$ cat config.mk
export PLATFORM = sky130hd
export DESIGN_NAME = pmc_ctrl
export DESIGN_NICKNAME = d
export VERILOG_FILES = /design/src/sv/pmc_pkg.sv /design/src/sv/pmc_ctrl.sv
export SDC_FILE = /design/constraint.sdc
export NUM_CORES = 1
export LEC_CHECK = 0
export ABC_AREA = 1
export BUFFER_PORTS_ARGS = -buffer_cell sky130_fd_sc_hd__buf_2
export CAP_MARGIN = 10
export CORE_MARGIN = 2
export CORE_UTILIZATION = 30
export DETAILED_ROUTE_END_ITERATION = 10
export PLACE_DENSITY = 0.64
export RECOVER_POWER = 50
export SLEW_MARGIN = 20
export SYNTH_ARGS = -nofsm -noshare
export SYNTH_HDL_FRONTEND = slang
export SYNTH_SLANG_ARGS = --single-unit
$ cat constraint.sdc
create_clock -name clk -period 1.2 [get_ports clk]
set_clock_uncertainty 0.1 [all_clocks]
set_input_delay 0.24 -clock clk [delete_from_list [all_inputs] [get_ports clk]]
set_output_delay 0.24 -clock clk [all_outputs]
set_load 0.02 [all_outputs]
$ cat src/sv/pmc_pkg.sv
// ============================================================================
// pmc_pkg
// Shared types, widths and helper functions for the point set mean and
// covariance core.
// ============================================================================
package pmc_pkg;

    localparam int COORD_W    = 16;
    localparam int COL_W      = 8;
    localparam int CSUM_W     = 24;
    localparam int CPROD_W    = 40;
    localparam int LSUM_W     = 16;
    localparam int LPROD_W    = 25;
    localparam int CNT_W      = 9;
    localparam int MAX_POINTS = 256;
    localparam int NUM_W      = 50;
    localparam int DVD_W      = 50;
    localparam int DVS_W      = 17;
    localparam int IN_DATA_W  = 72;
    localparam int OUT_DATA_W = 248;
    localparam int ELEM_W     = 4;
    localparam int LAST_ELEM  = 8;
    localparam int NUM_MEANS  = 3;

    localparam logic signed [DVD_W:0] MEAN_MAX = 51'sd32767;
    localparam logic signed [DVD_W:0] MEAN_MIN = -51'sd32768;
    localparam logic signed [DVD_W:0] COV_MAX  = 51'sd1073741824;
    localparam logic signed [DVD_W:0] COV_MIN  = -51'sd1073741824;

    typedef enum logic [1:0] {
        KIND_GEOM   = 2'd0,
        KIND_COLOUR = 2'd1,
        KIND_EMPTY  = 2'd2
    } kind_t;

    typedef enum logic [3:0] {
        ST_ACC,
        ST_DRAIN,
        ST_WAIT_OUT,
        ST_NN,
        ST_FETCH_A,
        ST_FETCH_B,
        ST_MUL,
        ST_SUB,
        ST_DIV_START,
        ST_DIV_WAIT,
        ST_STORE,
        ST_PUBLISH
    } state_t;

    typedef struct packed {
        logic              acc_en;
        logic              calc_nn;
        logic              fetch_a;
        logic              fetch_b;
        logic              load_mul;
        logic              load_sub;
        logic              div_start;
        logic              store;
        logic              publish;
        logic              set;
        logic [ELEM_W-1:0] elem;
    } ctrl_cmd_t;

    typedef struct packed {
        logic end_accept;
        logic out_empty;
        logic count_zero;
        logic div_done;
    } dp_status_t;

    // First and second component of each distinct covariance entry.
    function automatic logic [1:0] pair_a(input logic [2:0] k);
        logic [1:0] r;
        unique case (k)
            3'd0, 3'd1, 3'd2: r = 2'd0;
            3'd3, 3'd4:       r = 2'd1;
            default:          r = 2'd2;
        endcase
        return r;
    endfunction

    function automatic logic [1:0] pair_b(input logic [2:0] k);
        logic [1:0] r;
        unique case (k)
            3'd0:       r = 2'd0;
            3'd1, 3'd3: r = 2'd1;
            default:    r = 2'd2;
        endcase
        return r;
    endfunction

endpackage

$ cat src/sv/pmc_ctrl.sv
// ============================================================================
// pmc_ctrl
// Sequencer: accumulation, drain, and the per-statistic finalize steps.
// ============================================================================
module pmc_ctrl
    import pmc_pkg::*;
(
    input  logic       clk,
    input  logic       rst_n,
    input  dp_status_t status,
    output ctrl_cmd_t  cmd
);

    state_t            state_reg, state_next;
    logic              set_reg, set_next;
    logic [ELEM_W-1:0] elem_reg, elem_next;

    always_ff @(posedge clk or negedge rst_n)
    begin
        if (!rst_n)
        begin
            state_reg <= ST_ACC;
            set_reg   <= 1'b0;
            elem_reg  <= '0;
        end
        else
        begin
            state_reg <= state_next;
            set_reg   <= set_next;
            elem_reg  <= elem_next;
        end
    end

    always_comb
    begin
        state_next = state_reg;
        set_next   = set_reg;
        elem_next  = elem_reg;
        unique case (state_reg)
            ST_ACC:       if (status.end_accept) state_next = ST_DRAIN;
            ST_DRAIN:     state_next = ST_WAIT_OUT;
            ST_WAIT_OUT:
            begin
                if (status.out_empty)
                begin
                    state_next = status.count_zero ? ST_PUBLISH : ST_NN;
                end
            end
            ST_NN:
            begin
                state_next = ST_FETCH_A;
                set_next   = 1'b0;
                elem_next  = '0;
            end
            ST_FETCH_A:   state_next = ST_FETCH_B;
            ST_FETCH_B:   state_next = ST_MUL;
            ST_MUL:       state_next = ST_SUB;
            ST_SUB:       state_next = ST_DIV_START;
            ST_DIV_START: state_next = ST_DIV_WAIT;
            ST_DIV_WAIT:  if (status.div_done) state_next = ST_STORE;
            ST_STORE:
            begin
                if (elem_reg == ELEM_W'(LAST_ELEM))
                begin
                    elem_next = '0;
                    if (set_reg)
                    begin
                        state_next = ST_PUBLISH;
                    end
                    else
                    begin
                        set_next   = 1'b1;
                        state_next = ST_FETCH_A;
                    end
                end
                else
                begin
                    elem_next  = elem_reg + ELEM_W'(1);
                    state_next = ST_FETCH_A;
                end
            end
            ST_PUBLISH:   state_next = ST_ACC;
            default:      state_next = ST_ACC;
        endcase
    end

    always_comb
    begin
        cmd           = '0;
        cmd.set       = set_reg;
        cmd.elem      = elem_reg;
        cmd.acc_en    = (state_reg == ST_ACC);
        cmd.calc_nn   = (state_reg == ST_NN);
        cmd.fetch_a   = (state_reg == ST_FETCH_A);
        cmd.fetch_b   = (state_reg == ST_FETCH_B);
        cmd.load_mul  = (state_reg == ST_MUL);
        cmd.load_sub  = (state_reg == ST_SUB);
        cmd.div_start = (state_reg == ST_DIV_START);
        cmd.store     = (state_reg == ST_STORE);
        cmd.publish   = (state_reg == ST_PUBLISH);
    end

endmodule

==> results by group <==
Power and ir drop
  – Maximum vdd drop: ~1.2 mV
  – PwrDens: 2050 mW/mm2
  – LEAKAGE: ~0.58 nW

Worst setup path
  – Critical path required time: 0.86 ns
  – Crit Path Max Fanout: 4
  – Setup crit start kind: flop
  – CP startpoint: state_reg[3]
  – R2R Path End: state_reg[1]
  – Crit path DAT: 1.22 ns
  – Crit path capture: cmd[6]
  – RR Startpoint: state_reg[3]
  – R2R setup slack: -0.19 ns
  – Worst R2R Path Depth: 9
  – CP Capture Type: primary output
  – Worst setup path class: reg -> out

Floorplan
  – Top Ports: 20
  – DIE WIDTH: 48.6 um
  – Die area: 0.00236 mm2
  – Core Area: 0.00192 mm2
  – Placement Rows: 16
  – Die height: ~49 um
  – Starting density of the core: 31.0%

Clocking
  – CTS tree: yes
  – Clock Sinks: 9
  – CTS Root Cell: clkbuf_4
  – Worst-skew pair later-pin latency: 0.26 ns
  – Htree depth: 1
  – Clock transition at the registers of the reported paths: 0.06 ns
  – Cts bufs inserted: 3
  – Clock Tree Buf Depth: 2

Run
  – MaxCap Viol Count: 0

Outcome
  – Outcome: complete, but fails checks
  – Violated checks: negative setup slack

Placed design
  – Setup WS pre-CTS: -0.140 ns
  – Placer Congestion: roughly 0.96
  – Detail Placement HPWL: between 1000 and 1500 um
  – DP Area: 847 um2
  – PortBufs: 19
  – Cells after DPL: 146

Detailed routing
  – First-pass DRT Iterations: 4
  – Vias: 751
  – Wirelength per Cell: 12.4 um
  – Total wire length: 2000 um
  – Post-route ant nets: 0
  – Iter 0 DRT Violations: 16
  – DRC: 0
  – Vias per std cell: around 4.6

Global route
  – Largest net degree at the start of global routing: 10
  – GR Overflow Total: 0
  – First-pass GRT wire length: 2910 um
  – Initial antenna violation count: 0
  – Vias in the first global route: 694
  – GRT Util Overall: 15.9%

STA
  – Ratio of final minimum period to clock period: 130%
  – RSZ-0062 raised after global routing: true
  – Least-Margin Pin Slew: 0.503 ns
  – Setup WS post-layout: -0.360 ns
  – Setup violators final: 22
  – Final Max Slew Viols: 0
  – Setup TNS: -4.65 ns
  – Slew headroom: 66.5%
  – Post-layout min period: around 1.6 ns
  – Max Freq: around 0.64 GHz
  – Hold Vio Cnt, Final: 0

Layout
  – Layout area overhead: 88.0%
  – Fin util: 58.3%
  – Fin cells: 162
  – Layout fillers: 178
  – Share of cells above drive strength 1: 63.7%
  – Final Cell Area: 0.00112 mm2
  – # diodes: 0
  – Total Nets Final: between 100 and 150

Yosys
  – Largest family of logic cells by synthesized area: simple AND/OR/NAND/NOR gates
  – Mean Syn Cell Area: 6.85 um2
  – Top post-synthesis cells by area: dfrtp_1 38%, inv_1 11%, nand2_1 11%, nor2_1 7.6%, nand3_1 5.9%
  – Area leader, netlist: dfrtp_1
  – Syn Inst Count: 87
  – Post-synthesis mux area share: 0%
  – YS warnings: 0
  – Post-synth net total: 95
  – Seq/Total Area, Yosys: between 30 and 40%
  – Simple logic cell fraction of the synthesized area: a little under a third
  – Top-area cell type share of the netlist area: 37.8%
  – Adder-cell area share of the yosys netlist: 4.20%
  – XOR/XNOR Fraction of Synth Area: 2.94%
  – Register bit total from synthesis: 9
  – Synth Area in Compound Gates: 8.82%
  – Distinct cells, synth: 19
  – Cell Area, Synth: between 500 and 600 um2

Hold path
  – Hold Crit Class: in -> reg
-- how the worst min path moves through the flow --
stage | start | to | slack, ns | cells past startpoint
after floorplan | rst_n | elem_reg[0] | -0.16 | 0
after global placement | rst_n | elem_reg[2] | 0.002 | 1
after detailed placement | rst_n | set_reg | 0.006 | 1
after CTS | status[0] | state_reg[3] | 0.16 | 4
after global routing | status[0] | state_reg[3] | 0.19 | 4
final | status[0] | state_reg[3] | 0.17 | 4
-- placed cells by master (no fill, tap or decap), drive strengths merged --
| cell type | instances |
|---|---|
| buf | 44 |
| inv | 20 |
| nand2 | 18 |
| nor2 | 15 |
| dfrtp | 9 |
| nand3 | 7 |
| o21ai | 7 |
| clkbuf | 5 |
| o22ai | 2 |
| ha | 2 |
| nor3 | 1 |
| xor2 | 1 |
| nand4 | 1 |
| a21oi | 1 |
| xnor2 | 1 |
| dlygate4sd3 | 1 |
-- synthesized netlist by cell type --
cell and count:
inv_2 3, o21ai_1 3, nand3_1 7, nand2_1 17, o22ai_1 2, nand2_2 1
buf_4 2, xor2_1 1, nor2_1 12, ha_1 2, o21ai_0 4, nor3_1 1
a21oi_1 1, xnor2_1 1, nor2_4 1, nor2_2 2, dfrtp_1 9, nand4_1 1
inv_1 17
-- worst max-delay path, cell delays in order, from the launching register on --
cell and delay [ns]:
dfrtp_1 0.45, inv_2 0.09, nor2_4 0.14, nand2_2 0.10, inv_2 0.08, buf_6 0.11
-- stage by stage --
| stage | hold slack, ns | power (mW) |
|---|---|---|
| after floorplan | -0.156 | 1.16 |
| after global placement | 0.00235 | 1.55 |
| after detailed placement | 0.00639 | 1.58 |
| after CTS | 0.156 | 2.12 |
| after global routing | 0.189 | 2.46 |
| final | 0.170 | 2.29 |
-- cell families after synthesis --
family / count (synthesis)
AND/OR/NAND/NOR: 42
buffers and inverters: 22
AO/OA/AOI/OAI: 10
flip-flops: 9
XOR/XNOR: 2
adder cells (fa/ha/maj): 2
-- where the power goes --
| part | internal [mW] | total, mW | switching (mW) |
|---|---|---|---|
| logic | 0.709 | 1.51 | 0.799 |
| clock network | 0.128 | 0.236 | 0.107 |
| registers | 0.406 | 0.549 | 0.142 |
| total | 1.24 | 2.29 | 1.05 |
-- what timing repair did --
| item | 4_1_cts | 5_1_grt |
|---|---|---|
| setup buffers | 8 | 5 |
| setup endpoints to repair | 22 | 22 |
| pin swaps | 2 | 8 |
| hold endpoints to repair | 9 | 0 |
| hold buffers | 1 | 0 |
| gates resized for setup | 38 | 18 |
-- routing by layer --
metal | vias to the layer above | routed length [um] | GRT usage [%] | share of wire, %
li1 | 363 | - | - | -
met1 | 346 | 745 | 16.6 | 37
met2 | 36 | 1120 | 29.9 | 56
met3 | 6 | 107 | 3.40 | 5.3
met4 | 0 | 31 | 7.62 | 1.5
met5 | - | 0 | 0 | 0
-- area by class of cell --
cell class | instances | area (um2) | area share, %
Tap cell | 27 | 33.8 | 3.02
Clock buffer | 4 | 26.3 | 2.35
Inverter | 20 | 75.1 | 6.70
Timing Repair Buffer | 46 | 374 | 33.4
Multi-Input combinational cell | 56 | 379 | 33.9
Sequential cell | 9 | 231 | 20.7
Note: power is estimated with default switching activity, not from simulation.
